## src/rtl/dws_pkg.sv

```systemverilog
package dws_pkg;

    localparam int CMD_W        = 3;
    localparam int VAL_W        = 32;
    localparam int ST_W         = 2;
    localparam int POS_W        = 6;
    localparam int CAPACITY_DEF = 32;

    typedef enum logic [CMD_W-1:0] {
        CMD_PUSH_FRONT = 3'd0,
        CMD_PUSH_BACK  = 3'd1,
        CMD_POP_FRONT  = 3'd2,
        CMD_POP_BACK   = 3'd3,
        CMD_SEARCH     = 3'd4,
        CMD_DUMP_FWD   = 3'd5,
        CMD_DUMP_BWD   = 3'd6
    } t_cmd;

    typedef enum logic [ST_W-1:0] {
        ST_OK       = 2'd0,
        ST_EMPTY    = 2'd1,
        ST_FULL     = 2'd2,
        ST_NOTFOUND = 2'd3
    } t_status;

    // controller to datapath
    typedef struct packed {
        logic load;      // capture the incoming word
        logic exec;      // decode and run the work that needs no walk
        logic walk;      // step through the stored entries
    } t_ctrl_cmd;

    // datapath to controller
    typedef struct packed {
        logic need_walk; // search or dump on a non-empty store
        logic walk_done; // final result of the walk is registered at the end of this cycle
    } t_dp_status;

endpackage

```

## src/rtl/dws_ram.sv

```systemverilog
module dws_ram #(
    parameter int WIDTH = 32,
    parameter int DEPTH = 32
) (
    input  logic                     i_clk,
    input  logic                     i_we,
    input  logic [$clog2(DEPTH)-1:0] i_waddr,
    input  logic [WIDTH-1:0]         i_wdata,
    input  logic [$clog2(DEPTH)-1:0] i_raddr,
    output logic [WIDTH-1:0]         o_rdata
);

    logic [WIDTH-1:0] r_mem [DEPTH];
    logic [WIDTH-1:0] r_rdata;

    always_ff @(posedge i_clk) begin
        if (i_we) begin
            r_mem[i_waddr] <= i_wdata;
        end
        r_rdata <= r_mem[i_raddr];
    end

    assign o_rdata = r_rdata;

endmodule

```

## src/rtl/dws_ctrl.sv

```systemverilog
module dws_ctrl (
    input  logic                i_clk,
    input  logic                i_rst_n,
    input  logic                i_start,
    input  dws_pkg::t_dp_status i_status,
    output dws_pkg::t_ctrl_cmd  o_cmd,
    output logic                o_busy
);
    import dws_pkg::*;

    typedef enum logic [2:0] {
        S_IDLE     = 3'b001,
        S_DISPATCH = 3'b010,
        S_WALK     = 3'b100
    } t_state;

    t_state r_state;
    t_state n_state;

    always_ff @(posedge i_clk) begin
        if (!i_rst_n) begin
            r_state <= S_IDLE;
        end else begin
            r_state <= n_state;
        end
    end

    always_comb begin
        n_state     = r_state;
        o_cmd.load  = 1'b0;
        o_cmd.exec  = 1'b0;
        o_cmd.walk  = 1'b0;
        unique case (r_state)
            S_IDLE: begin
                if (i_start) begin
                    o_cmd.load = 1'b1;
                    n_state    = S_DISPATCH;
                end
            end
            S_DISPATCH: begin
                o_cmd.exec = 1'b1;
                n_state    = i_status.need_walk ? S_WALK : S_IDLE;
            end
            S_WALK: begin
                o_cmd.walk = 1'b1;
                if (i_status.walk_done) begin
                    n_state = S_IDLE;
                end
            end
            default: begin
                n_state = S_IDLE;
            end
        endcase
    end

    assign o_busy = (r_state != S_IDLE);

endmodule

```

## src/rtl/dws_datapath.sv

```systemverilog
module dws_datapath #(
    parameter int CAPACITY = dws_pkg::CAPACITY_DEF
) (
    input  logic                              i_clk,
    input  logic                              i_rst_n,
    input  dws_pkg::t_ctrl_cmd                i_cmd,
    input  logic [dws_pkg::CMD_W-1:0]         i_command,
    input  logic signed [dws_pkg::VAL_W-1:0]  i_value,
    output dws_pkg::t_dp_status               o_status_dp,
    output logic                              o_valid,
    output logic [dws_pkg::ST_W-1:0]          o_status,
    output logic signed [dws_pkg::VAL_W-1:0]  o_item,
    output logic [dws_pkg::POS_W-1:0]         o_position,
    output logic                              o_last
);
    import dws_pkg::*;

    localparam int IDX_W = $clog2(CAPACITY);
    localparam int OCC_W = $clog2(CAPACITY + 1);

    t_cmd                    r_cmd;
    logic [VAL_W-1:0]        r_value;
    logic [IDX_W-1:0]        r_front, n_front;
    logic [OCC_W-1:0]        r_count, n_count;
    logic [OCC_W-1:0]        r_issue, n_issue;
    logic                    r_rd_v,  n_rd_v;
    logic [OCC_W-1:0]        r_rd_i,  n_rd_i;

    logic                    r_valid, n_valid;
    t_status                 r_status, n_status;
    logic [VAL_W-1:0]        r_item,  n_item;
    logic [POS_W-1:0]        r_pos,   n_pos;
    logic                    r_last,  n_last;

    logic                    ram_we;
    logic [IDX_W-1:0]        ram_waddr;
    logic [IDX_W-1:0]        ram_raddr;
    logic [VAL_W-1:0]        ram_rdata;

    logic [IDX_W-1:0]        front_dec;
    logic [IDX_W-1:0]        front_inc;
    logic [OCC_W-1:0]        rd_off;
    logic [OCC_W-1:0]        pos_full;
    logic                    is_full;
    logic                    is_empty;
    logic                    rd_is_last;
    logic                    walk_done;

    // ring slot at offset off from base, one wrap at most
    function automatic logic [IDX_W-1:0] slot(input logic [IDX_W-1:0] base,
                                              input logic [IDX_W-1:0] off);
        logic [IDX_W:0] sum;
        sum = {1'b0, base} + {1'b0, off};
        if (sum >= (IDX_W+1)'(CAPACITY)) begin
            sum = sum - (IDX_W+1)'(CAPACITY);
        end
        return sum[IDX_W-1:0];
    endfunction

    assign is_full    = (r_count == OCC_W'(CAPACITY));
    assign is_empty   = (r_count == '0);
    assign front_dec  = (r_front == '0) ? IDX_W'(CAPACITY - 1) : r_front - 1'b1;
    assign front_inc  = slot(r_front, IDX_W'(1));
    assign rd_off     = (r_cmd == CMD_DUMP_BWD) ? (r_count - 1'b1 - r_issue) : r_issue;
    assign ram_raddr  = slot(r_front, rd_off[IDX_W-1:0]);
    assign rd_is_last = (r_rd_i == r_count - 1'b1);
    assign pos_full   = r_rd_i + OCC_W'(1);

    assign o_status_dp.need_walk = !is_empty &&
        (r_cmd == CMD_SEARCH || r_cmd == CMD_DUMP_FWD || r_cmd == CMD_DUMP_BWD);
    assign o_status_dp.walk_done = walk_done;

    always_comb begin
        n_front   = r_front;
        n_count   = r_count;
        n_issue   = r_issue;
        n_rd_v    = 1'b0;
        n_rd_i    = r_rd_i;
        n_valid   = 1'b0;
        n_status  = ST_OK;
        n_item    = '0;
        n_pos     = '0;
        n_last    = 1'b1;
        ram_we    = 1'b0;
        ram_waddr = (r_cmd == CMD_PUSH_FRONT) ? front_dec
                                              : slot(r_front, r_count[IDX_W-1:0]);
        walk_done = 1'b0;

        if (i_cmd.exec) begin
            n_issue = '0;
            unique case (r_cmd)
                CMD_PUSH_FRONT, CMD_PUSH_BACK: begin
                    n_valid = 1'b1;
                    if (is_full) begin
                        n_status = ST_FULL;
                    end else begin
                        ram_we  = 1'b1;
                        n_count = r_count + 1'b1;
                        if (r_cmd == CMD_PUSH_FRONT) begin
                            n_front = front_dec;
                        end
                    end
                end
                CMD_POP_FRONT, CMD_POP_BACK: begin
                    n_valid = 1'b1;
                    if (is_empty) begin
                        n_status = ST_EMPTY;
                    end else begin
                        n_count = r_count - 1'b1;
                        if (r_cmd == CMD_POP_FRONT) begin
                            n_front = front_inc;
                        end
                    end
                end
                CMD_SEARCH: begin
                    if (is_empty) begin
                        n_valid  = 1'b1;
                        n_status = ST_NOTFOUND;
                    end
                end
                CMD_DUMP_FWD, CMD_DUMP_BWD: begin
                    if (is_empty) begin
                        n_valid  = 1'b1;
                        n_status = ST_EMPTY;
                    end
                end
                default: begin
                    // unused code: drop silently
                end
            endcase
        end

        if (i_cmd.walk) begin
            // issue the next read while checking the one in flight
            if (r_issue < r_count) begin
                n_issue = r_issue + 1'b1;
                n_rd_v  = 1'b1;
                n_rd_i  = r_issue;
            end
            if (r_rd_v) begin
                if (r_cmd == CMD_SEARCH) begin
                    if (ram_rdata == r_value) begin
                        n_valid   = 1'b1;
                        n_pos     = POS_W'(pos_full);
                        walk_done = 1'b1;
                    end else if (rd_is_last) begin
                        n_valid   = 1'b1;
                        n_status  = ST_NOTFOUND;
                        walk_done = 1'b1;
                    end
                end else begin
                    n_valid   = 1'b1;
                    n_item    = ram_rdata;
                    n_last    = rd_is_last;
                    walk_done = rd_is_last;
                end
            end
        end
    end

    always_ff @(posedge i_clk) begin
        if (!i_rst_n) begin
            r_front <= '0;
            r_count <= '0;
            r_issue <= '0;
            r_rd_v  <= 1'b0;
            r_valid <= 1'b0;
        end else begin
            r_front <= n_front;
            r_count <= n_count;
            r_issue <= n_issue;
            r_rd_v  <= n_rd_v;
            r_valid <= n_valid;
        end
    end

    always_ff @(posedge i_clk) begin
        if (i_cmd.load) begin
            r_cmd   <= t_cmd'(i_command);
            r_value <= i_value;
        end
        r_rd_i   <= n_rd_i;
        r_status <= n_status;
        r_item   <= n_item;
        r_pos    <= n_pos;
        r_last   <= n_last;
    end

    dws_ram #(
        .WIDTH (VAL_W),
        .DEPTH (CAPACITY)
    ) u_ram (
        .i_clk   (i_clk),
        .i_we    (ram_we),
        .i_waddr (ram_waddr),
        .i_wdata (r_value),
        .i_raddr (ram_raddr),
        .o_rdata (ram_rdata)
    );

    assign o_valid    = r_valid;
    assign o_status   = r_status;
    assign o_item     = r_item;
    assign o_position = r_pos;
    assign o_last     = r_last;

    a_count_bound: assert property (@(posedge i_clk) disable iff (!i_rst_n)
        r_count <= OCC_W'(CAPACITY))
        else $error("occupancy above capacity");

    a_front_bound: assert property (@(posedge i_clk) disable iff (!i_rst_n)
        r_front < IDX_W'(CAPACITY - 1) || r_front == IDX_W'(CAPACITY - 1))
        else $error("front index outside the ring");

    a_dump_burst: assert property (@(posedge i_clk) disable iff (!i_rst_n)
        r_valid && !r_last |=> r_valid)
        else $error("dump words not back to back");

    a_pos_ok: assert property (@(posedge i_clk) disable iff (!i_rst_n)
        r_valid && r_pos != '0 |-> r_status == ST_OK && r_last && r_item == '0)
        else $error("search hit word malformed");

    a_walk_quiet: assert property (@(posedge i_clk) disable iff (!i_rst_n)
        i_cmd.walk |=> $stable(r_count) && $stable(r_front))
        else $error("store changed during a walk");

endmodule

```

## src/rtl/deque_with_search.sv

```systemverilog
// Bounded double-ended queue of signed 32-bit words in a ring store of
// CAPACITY entries, with search and dump. A command is taken when i_start is
// high and o_busy is low; results come back on o_valid for one cycle each and
// must be taken then, as the block cannot be held off. Push and pop give one
// status word, registered from the dispatch state, and the block is idle again
// after dispatch, ready for the next command. Search and dump step through the
// store one entry per cycle on the single read port of the entry RAM, whose
// read data is registered: a dump of n entries gives its n words on
// back-to-back cycles, and a search ends at the first hit at position p or
// after the last entry on a miss. An empty store answers a search or dump with
// one status word. Command code 7 gives no result.
module deque_with_search #(
    parameter int CAPACITY = dws_pkg::CAPACITY_DEF
) (
    input  logic                              i_clk,
    input  logic                              i_rst_n,
    input  logic                              i_start,
    input  logic [dws_pkg::CMD_W-1:0]         i_command,
    input  logic signed [dws_pkg::VAL_W-1:0]  i_value,
    output logic                              o_busy,
    output logic                              o_valid,
    output logic [dws_pkg::ST_W-1:0]          o_status,
    output logic signed [dws_pkg::VAL_W-1:0]  o_item,
    output logic [dws_pkg::POS_W-1:0]         o_position,
    output logic                              o_last
);
    import dws_pkg::*;

    t_ctrl_cmd  ctrl_cmd;
    t_dp_status dp_status;

    dws_ctrl u_ctrl (
        .i_clk    (i_clk),
        .i_rst_n  (i_rst_n),
        .i_start  (i_start),
        .i_status (dp_status),
        .o_cmd    (ctrl_cmd),
        .o_busy   (o_busy)
    );

    dws_datapath #(
        .CAPACITY (CAPACITY)
    ) u_datapath (
        .i_clk       (i_clk),
        .i_rst_n     (i_rst_n),
        .i_cmd       (ctrl_cmd),
        .i_command   (i_command),
        .i_value     (i_value),
        .o_status_dp (dp_status),
        .o_valid     (o_valid),
        .o_status    (o_status),
        .o_item      (o_item),
        .o_position  (o_position),
        .o_last      (o_last)
    );

endmodule

```

## config.mk

```make
export PLATFORM = sky130hd
export DESIGN_NAME = deque_with_search
export DESIGN_NICKNAME = d
export VERILOG_FILES = /design/src/rtl/dws_pkg.sv /design/src/rtl/dws_ram.sv /design/src/rtl/dws_ctrl.sv /design/src/rtl/dws_datapath.sv /design/src/rtl/deque_with_search.sv
export SDC_FILE = /design/constraint.sdc
export NUM_CORES = 1
export LEC_CHECK = 0
export BUFFER_PORTS_ARGS = -buffer_cell sky130_fd_sc_hd__buf_2
export CORE_ASPECT_RATIO = 0.6
export CORE_MARGIN = 5
export CORE_UTILIZATION = 30
export DETAILED_ROUTE_END_ITERATION = 12
export GPL_TIMING_DRIVEN = 0
export PLACE_DENSITY = 0.53
export SYNTH_ARGS = -nofsm -noshare
export SYNTH_HDL_FRONTEND = slang
export SYNTH_SLANG_ARGS = --single-unit
```

## constraint.sdc

```tcl
create_clock -name i_clk -period 8.4 [get_ports i_clk]
set_input_delay 0.84 -clock i_clk [delete_from_list [all_inputs] [get_ports i_clk]]
set_output_delay 0.84 -clock i_clk [all_outputs]
set_load 0.03 [all_outputs]
```

==> Word-level counts from Yosys, hierarchy flattened <==
Memories as Yosys holds them, arrays and structs flattened. A register that Yosys moved wholly into a read port is not among the register bits.
Cells that the tools add are included.
{ "word_totals": {"in_bits": 38, "mem_count": 1, "register_bits": 104, "out_inout_bits": 43, "word_cells": 125, "mem_bits_rw": 1024} }
{ "memory_table": {"columns": ["name", "depth", "word_bits", "rd", "rd_ports_with_merged_regs", "wr", "line", "text"], "rows": [
  ["u_datapath.u_ram.r_mem", 32, 32, 1, 1, 1, "dws_ram.sv:13", "logic [WIDTH-1:0] r_mem [DEPTH];"]
]} }
{ "op_classes": {"bitwise_logic": 2, "eq_ne": 19, "add_sub_neg": 12, "magnitude_cmp": 4, "n_reduce_logical": 20, "mux": 54} }
{ "ops": {"columns": ["cell", "count"], "rows": [
  ["$mux W5", 10],
  ["$eq A32 B32 Y1", 1],
  ["$mux W6", 5],
  ["$mux W1", 23],
  ["$sub A5 B1 Y5 const B", 4],
  ["$add A6 B1 Y6 const B", 3],
  ["$ge A6 B6 Y1 const B", 3],
  ["$mux W2", 8],
  ["$add A5 B5 Y6", 2],
  ["$eq A3 B3 Y1 const B", 4],
  ["$pmux W6 S2", 1],
  ["$pmux W5 S2", 1],
  ["$eq A3 B2 Y1 const B", 3],
  ["$mux W3", 3],
  ["$pmux W3 S3", 1],
  ["$reduce_and A4 Y1", 2],
  ["$reduce_or A4 Y1", 2],
  ["$add A5 B1 Y6 const B", 1],
  ["$eq A3 B1 Y1 const B", 2],
  ["$eq A6 B6 Y1", 1],
  ["$eq A6 B6 Y1 const B", 1],
  ["$logic_not A6 Y1", 1],
  ["$lt A6 B6 Y1", 1],
  ["$ne A2 B1 Y1 const B", 3],
  ["17 further kinds", 25]
]} }

==> Longest topological paths before layout <==
Gate-level depths: netlist (run 1).
{ "logic_depth": {"ltp_word": 9, "depth_mapped": 18} }

==> Modules after synthesis <==
Synthesis (run 1) repeated with hierarchy kept, for this count alone.
{ "hier_totals": {"hier_cells": 2726, "hier_area_um2": 45513.7} }
{ "modules_own_cells": {"columns": ["module", "area_each_um2", "instances", "cells_each", "seq_area_each_um2"], "rows": [
  ["dws_ram", 40492.6, 1, 2260, 31390.1],
  ["dws_datapath", 4862.2, 1, 450, 2432.3],
  ["dws_ctrl", 158.9, 1, 16, 60.1]
]} }

==> Least setup slack after synthesis (run 1) <==
OpenSTA, ideal clock, no wires.
{ "synth_timing": {"path_kind": "register -> register", "startpoint": "register u_datapath.r_count[0]", "endpoint": "memory u_datapath.u_ram.r_mem[12][0], enable pin", "n_path_buf": 1, "period_less_slack_ns": 4.806, "setup_slack_ns": 3.594, "arrival_time_ns": 4.345, "required_time_ns": 7.939, "setup_time_ns": 0.461, "stages_incl_launch_ff": 11, "cell_sequence": "dfxtp_1 > ha_1 > inv_1 > fa_1 > nor2b_1 > o21a_1 > o21ai_0 > a31oi_1 > xnor2_1 > clkbuf_1 > nor3_1"} }
{ "synth_between": {"elab_chain_len": 6} }
{ "synth_rtl": {"columns": ["item", "line", "text"], "rows": [
  ["start: declaration", "dws_datapath.sv:24", "logic [OCC_W-1:0] r_count, n_count;"],
  ["start signal: assignment", "dws_datapath.sv:170", "r_count <= n_count;"],
  ["branches (longest 6 deep; another with $add A5 B5 Y6)", null, null],
  ["end: declaration", "dws_ram.sv:13", null]
]} }
Several ways; the timed one is not identified.

==> Final worst setup path (run 1) <==
{ "layout_timing": {"startpoint": "register u_datapath.r_count[0]", "endpoint": "register u_datapath.u_ram.r_rdata[12], in the netlist u_datapath.u_ram.o_rdata[12], read port of u_datapath.u_ram.r_mem"} }
{ "layout_between": {"elab_chain_len": 6} }
{ "layout_rtl": {"columns": ["item", "line", "text"], "rows": [
  ["$sub A6 B1 Y6 *", "dws_datapath.sv:64", "assign rd_off = (r_cmd == CMD_DUMP_BWD) ? (r_count - 1'b1 - r_issue) : r_issue;"],
  ["$sub A5 B5 Y5 *", "dws_datapath.sv:64", null],
  ["$mux W5 *", "dws_datapath.sv:64", null],
  ["$add A5 B5 Y6 *", "dws_datapath.sv:53", "sum = {1'b0, base} + {1'b0, off};"],
  ["$sub A5 B1 Y5 / $ge A6 B6 Y1 (equally long branches)", "dws_datapath.sv:55, dws_datapath.sv:54", null],
  ["$mux W5 *", "dws_datapath.sv:54", "if (sum >= (IDX_W+1)'(CAPACITY)) begin"],
  ["end: declaration", "dws_ram.sv:14", "logic [WIDTH-1:0] r_rdata;"]
]} }
Mark *: on every way between the ends. The rest lies on a longest branch, timed or not.
A chain may end at the register's enable or synchronous reset.

==> results of run 1 <==
-- kinds of logic (layout without fill, tap and decap cells) --
group | Yosys count | in the layout | synth area share [%]
muxes | 264 | 264 | 12.7
xor gates and xnor gates | 68 | 68 | 1.34
adders and majority gates | 28 | 28 | 0.806
AOI/OAI and AO/OA | 195 | 195 | 3.43
other | 0 | 4 | 0
DFF | 1160 | 1160 | 73.2
and+or+nand+nor | 493 | 493 | 6.57
buffers and inverters | 178 | 625 | 1.98
-- layout make-up --
| cell class | instances | area, um^2 |
|---|---|---|
| antenna | 4 | 10.0 |
| buffer | 158 | 841 |
| clock buffer | 128 | 2730 |
| clock inverter | 62 | 712 |
| fill | 14143 | 97600 |
| inverter | 20 | 75.1 |
| multi-input combinational | 1048 | 11900 |
| sequential | 1160 | 33900 |
| tap | 2034 | 2540 |
| timing repair buffer | 257 | 2770 |
-- worst max path at each step --
stage / startpoint / to / slack (ns) / cells after the start
after floorplan: u_datapath.r_count[0]$_SDFFE_PN0P_ / u_datapath.u_ram.r_mem[12][0]$_DFFE_PP_ / 3.59 / 10
after global placement: u_datapath.r_front[0]$_SDFFE_PN0P_ / u_datapath.u_ram.r_mem[29][17]$_DFFE_PP_ / 0.19 / 10
after CTS: u_datapath.r_count[0]$_SDFFE_PN0P_ / u_datapath.u_ram.o_rdata[12]$_DFF_P_ / 1.04 / 12
final: u_datapath.r_count[0]$_SDFFE_PN0P_ / u_datapath.u_ram.o_rdata[12]$_DFF_P_ / 1.20 / 12
after global routing: u_datapath.r_count[0]$_SDFFE_PN0P_ / u_datapath.u_ram.o_rdata[12]$_DFF_P_ / 1.04 / 12
after detailed placement: u_datapath.r_count[0]$_SDFFE_PN0P_ / u_datapath.u_ram.o_rdata[12]$_DFF_P_ / 1.11 / 12
-- metrics by stage --
stage                     utilization [%]  setup slack [ns]
after floorplan                         -              3.59
after global placement               32.2             0.191
after detailed placement             33.6              1.11
after CTS                            35.9              1.04
after global routing                 36.2              1.04
final                                36.2              1.20
-- layout by cell type, fill, tap and decap left out, types with 20 or more instances in the layout --
master and count:
clkinv_1 20, and3_1 129, clkbuf_1 97, nor3b_1 129, and2_1 35, edfxtp_1 1065, a21oi_1 22, ha_1 25
nor4_1 42, buf_16 32, buf_4 24, nand2_1 36, clkbuf_16 103, nor2_1 32, buf_6 117, xor2_1 47
a2111oi_0 58, a2111oi_2 39, nor3_2 33, dfxtp_1 95, mux4_2 256, buf_2 144, a2111oi_1 30
-- where the power goes --
group	switching [mW]	internal, mW
registers	0.0951	6.35
clock network	2.19	2.75
logic	0.452	0.281
total	2.74	9.38
-- registers in the layout, summed over array words and instances (netlist names), 2 cells and up --
signal,flops
u_datapath.o_status,2
u_datapath.r_front,5
u_datapath.r_value,32
u_datapath.r_rd_i,6
u_datapath.r_count,6
u_datapath.u_ram.r_mem,1024
u_datapath.o_item,32
u_ctrl.r_state,3
u_datapath.r_cmd,3
u_datapath.u_ram.o_rdata,32
u_datapath.r_issue,6
u_datapath.o_position,6
-- cells in the mapped netlist (all sizes together), types with 2 or more instances --
cell	n
edfxtp	1065
mux4	256
dfxtp	95
clkbuf	80
nand4	8
mux2	5
a21o	5
nand3b	2
inv	19
or3b	3
nor2	33
or2	3
nand3	15
xor2	49
nor2b	3
a2111oi	127
buf	78
fa	3
or3	7
o31ai	2
and3	129
o21a	5
and2	35
ha	25
a211oi	5
o2111ai	2
nand2b	4
nand2	37
o22ai	2
a31o	2
o21ai	12
mux2i	3
nor3b	130
nor4	42
a31oi	3
xnor2	19
nor3	40
a21oi	22
-- worst reg2reg max path: stages, from the launching register on --
cell and delay [ns]:
dfxtp_1 0.58, inv_1 0.21, ha_1 0.42, inv_1 0.19, fa_1 0.45, mux2_2 0.30, fa_1 0.65, clkbuf_1 0.94
clkbuf_1 0.78, clkbuf_1 0.59, mux4_2 0.40, a2111oi_0 1.21, nor4_1 0.26
-- metal layers --
metal,GRT usage (%),wire [um],vias up
li1,-,-,10647
met1,27.4,66300,13803
met2,21.3,53300,1343
met3,6.61,18800,141
met4,3.33,2150,4
met5,0,27,-
==> out/qor.csv, run 1 <==
metric;value;unit
outcome;finished with violations;
failing checks;capacitance limit, slew limit;
Routed Antenna Nets;0;
via count;25938;
fin. max-slew vios;1;
setup TNS;0;ns
Total GRT Usage;17.1;%
post-route insts no fill;4871;
Worst Reg-to-Reg Cells;12;
Synth warnings;0;
DR iter-0 viols;3480;
Worst R2R Start;u_datapath.r_count[0]$_SDFFE_PN0P_;
Bufs and invs on worst path;5;
HP Start;i_value[3];
Distinct cells, synth;63;
CTS Sinks;1160;
# resized after CTS;0;
setup violators final;0;
Critical R2R Capture;u_datapath.u_ram.o_rdata[12]$_DFF_P_;
crit start category;flop;
post-synth top area share;69.1;%
IO Port Bufs;80;
core area;153000;um^2
most frequent CP cell;clkbuf_1;
clk buf depth;3;
top post-synthesis cells by area;edfxtp_1 (69%), mux4_2 (12%), dfxtp_1 (4.1%), nor3b_1 (2.1%), a2111oi_0 (1.8%);
area grow syn2layout;19.8;%
Peak VDD IR;191;uV
gr ovfl total;0;
first-pass GRT wire length;196000;um
Yosys top cell by area;edfxtp_1;
Mapped Nets;2452;
EDFF count, synth;1065;
Initial Utilization;30.2;%
syn avg cell area;19.4;um^2
CTS tree;yes;
Clock Latency Late Sink;0.73;ns
RD Place Congestion;0.899;
Fmax;139;MHz
RSZ-0062 raised after global routing;no;
critical-path cell list;inv_1, ha_1, inv_1, fa_1, mux2_2, fa_1, clkbuf_1, clkbuf_1, clkbuf_1, mux4_2, a2111oi_0, nor4_1;
Worst Tran Pin Value;1.47;ns
Placed Cells;4658;
Critical Path Slowest Stage Cell;a2111oi_0;
H-tree depth;3;
pin count of the biggest net entering global routing;34;
die height;314;um
clock skew;0.0402;ns
share of flip-flops with an asynchronous set or reset;0;%
sequential element share of the synthesized area;73.2;%
post-DP HPWL;102000;um
Placed Area;51500;um^2
die area;162000;um^2
CTS Buf Count;102;
share of post-route cells with drive strength above 1;29.2;%
worst hold endpoint;u_datapath.r_value[3]$_DFFE_PP_;
fin crit period;7.20;ns
chip width;517;um
initial antenna violation count;16;
min-delay worst type;in -> reg;
critical path class;reg -> reg;
drt first pass iters;6;
Max-cap violations;1;
CP top delay family;buffers and inverters;
vias in the first global route;24949;
CP max FO;10;
WP data arrival;7.71;ns
Final Hold Vio Count;0;
wire length per cell;28.9;um
Power Density;219;nW/um^2
hold depth;1;
Syn Std Cell Area;46300;um^2
fin area;55500;um^2
Final nets;2813;
Required @ worst endpoint;8.90;ns
Tcrit/Tclk final;85.8;%
row count;111;
final hold slack;0.302;ns
Hold-fix buffers, CTS;0;
CP endpoint kind;flop;
Clock transition at path regs;0.07;ns
total power;12.1;mW
Cells after Synth;2386;
Pleak;17.8;nW
Post-synth top flop;edfxtp_1;
Synth Register Bits;1160;
Vias/cell;5.32;
CTS root buffer;clkbuf_16;
num ports;81;
total wire length;141000;um
# Post-CTS Setup Buffers;0;
Rel. slew slack;-0.812;%
slowest cell delay on critical path;1.21;ns
Reg2Reg Setup Slack;1.20;ns
DR DRC count;0;
No activity file was read; power rests on OpenSTA's default activity.
==> run 2: changes to the inputs <==
BUFFER_PORTS_ARGS = -buffer_cell sky130_fd_sc_hd__buf_4   (was -buffer_cell sky130_fd_sc_hd__buf_2)
CAP_MARGIN = 20   (was default)
MAX_ROUTING_LAYER = met4   (was default)
==> run 2 against run 1 <==
The run now ends clean. Critical endpoint is now u_datapath.u_ram.o_rdata[16]$_DFF_P_. Highest routed layer is now met4. Setup slack better by 0.63 ns. Flip-flop and latch count did not move. Fmax rose by 9.5%.
==> out/qor.csv, run 2 (same netlist as run 1, synthesis figures left out) <==
metric;value;unit
outcome;complete, no violations;
CTS tree;yes;
pin count of the biggest net entering global routing;26;
met1 global-route usage;27.6;%
Tcrit/Tclk final;78.3;%
most frequent cells in the layout;edfxtp_1 (1065), mux4_2 (256), nor3b_1 (129), and3_1 (129), buf_6 (118);
final core occ;36.4;%
DR DRC count;0;
Reg2Reg Setup Slack;1.82;ns
via count;26015;
Final Hold Vio Count;0;
GRT busiest layer;met1;
Int Pwr;9.25;mW
Power Density;215;nW/um^2
share of post-route cells with drive strength above 1;29.6;%
CP endpoint kind;flop;
Total GRT Usage;17.5;%
Critical Path Slowest Stage Cell;a2111oi_1;
min-delay worst type;in -> reg;
DR iter-0 viols;3836;
critical-path cell list;inv_1, ha_1, inv_1, fa_1, mux2_2, fa_1, clkbuf_1, buf_8, clkbuf_1, clkbuf_1, mux4_2, a2111oi_1, nor4_1;
post-DP HPWL;104000;um
Max-cap violations;0;
Clock Latency Late Sink;0.72;ns
fin. max-slew vios;0;
sw frac;22.6;%
CTS root buffer;clkbuf_16;
CTS Buf Count;101;
Critical R2R Capture;u_datapath.u_ram.o_rdata[16]$_DFF_P_;
slowest cell delay on critical path;1.10;ns
Required @ worst endpoint;8.95;ns
CTS Sinks;1160;
number of flip-flops in the largest register;1024;
die area;162000;um^2
H-tree depth;3;
most frequent CP cell;clkbuf_1;
Comb power frac;6.2;%
Peak VDD IR;156;uV
setup violators final;0;
fin crit period;6.58;ns
vias in the first global route;25103;
RSZ-0062 raised after global routing;no;
switching pwr;2.71;mW
RD Place Congestion;0.900;
Vias/cell;5.33;
num ports;81;
Critical Path Source;u_datapath.r_count[0]$_SDFFE_PN0P_;
wire length per cell;28.6;um
gr ovfl total;0;
drt first pass iters;5;
Sequential Power Share;53.9;%
crit start category;flop;
chip width;517;um
clk buf depth;3;
Routed Antenna Nets;0;
setup TNS;0;ns
M2 GR Usage;21.6;%
Setup crit end;u_datapath.u_ram.o_rdata[16]$_DFF_P_;
IO Port Bufs;80;
WP data arrival;7.13;ns
core area;153000;um^2
Pleak;17.9;nW
Hold-fix buffers, CTS;0;
clock skew;0.0364;ns
commonest non-fill, non-tap cell in the layout;edfxtp_1;
GRT met3 Usage;5.95;%
row count;111;
CP max FO;10;
# Post-CTS Setup Buffers;0;
Final nets;2836;
Worst R2R Start;u_datapath.r_count[0]$_SDFFE_PN0P_;
Clock transition at path regs;0.07;ns
total wire length;140000;um
clock power share;39.9;%
# resized after CTS;0;
Worst Reg-to-Reg Cells;13;
Rel. slew slack;14.0;%
area grow syn2layout;20.3;%
die height;314;um
first-pass GRT wire length;197000;um
total power;12.0;mW
initial antenna violation count;10;
Initial Utilization;30.2;%
Fmax;152;MHz
critical path class;reg -> reg;
most flop-heavy register;u_datapath.u_ram.r_mem;
Worst Tran Pin Value;1.29;ns
run 2: cell types whose count changed in the layout (fill, tap and decap cells not counted), moves of 2 or more:
cell | previous run | this run
clkbuf_4 | 0 | 2
buf_2 | 144 | 70
buf_4 | 24 | 102
inv_6 | 5 | 3
clkinv_2 | 15 | 17
buf_1 | 5 | 13
buf_8 | 11 | 15
bufinv_16 | 14 | 10
clkbuf_2 | 3 | 9
clkbuf_1 | 97 | 91
diode_2 | 4 | 2
run 2: per-stage QoR:
stage	hold slack, ns	setup WS, ns	instance area [um^2]	instances
global route	0.269	1.61	55700	4884
floorplan	0.450	3.59	46300	2386
global placement	0.472	0.123	49400	4500
detailed placement	0.476	1.93	52300	4693
CTS	0.255	1.89	55600	4875
finish	0.300	1.82	55700	4885
run 2: how the worst min path moves through the flow:
stage | from | endpoint | slack, ns | cells after the start
2_1_floorplan | u_datapath.u_ram.o_rdata[0]$_DFF_P_ | u_datapath.o_item[0]$_SDFF_PP0_ | 0.45 | 1
3_3_place_gp | u_datapath.u_ram.o_rdata[18]$_DFF_P_ | u_datapath.o_item[18]$_SDFF_PP0_ | 0.47 | 1
3_5_place_dp | u_datapath.u_ram.o_rdata[19]$_DFF_P_ | u_datapath.o_item[19]$_SDFF_PP0_ | 0.48 | 1
4_1_cts | i_value[4] | u_datapath.r_value[4]$_DFFE_PP_ | 0.26 | 1
5_1_grt | i_value[3] | u_datapath.r_value[3]$_DFFE_PP_ | 0.27 | 1
6_report | i_value[4] | u_datapath.r_value[4]$_DFFE_PP_ | 0.30 | 1
run 2: cell type report:
class	instances	area, um^2
plain buffers	158	841
well taps	2034	2540
repair buffers	281	3130
flip-flops and latches	1160	33900
inverters	20	75.1
clock buffers	123	2710
clock inverters	59	584
diodes	2	5.00
fillers	14073	97400
multi-input cells	1048	11900
run 2: per-layer routing:
layer / wire length, um / share of wire, % / vias to the layer above
li1: - / - / 10691
met1: 66800 / 48 / 13839
met2: 53400 / 38 / 1342
met3: 17500 / 13 / 143
met4: 2110 / 1.5 / 0
met5: 0 / 0 / -
run 2: power by group through the flow:
| stage | clock (mW) | combinational (mW) | sequential (mW) |
|---|---|---|---|
| after global routing | 5.08 | 0.784 | 6.44 |
| after CTS | 4.84 | 0.735 | 6.44 |
| final | 4.77 | 0.745 | 6.44 |
| after global placement | 0 | 0.555 | 6.64 |
| after floorplan | 0 | 0.335 | 6.54 |
| after detailed placement | 0 | 0.732 | 6.57 |
run 2: worst max-delay path: cells and delay by family, from the launching register on:
kind                     cells  cell delay [ns]
buffers and inverters        6             2.40
adder cells (fa/ha/maj)      3             1.49
AO/OA/AOI/OAI                1             1.10
multiplexers                 2             0.73
flip-flops                   1             0.57
AND/OR/NAND/NOR              1             0.10
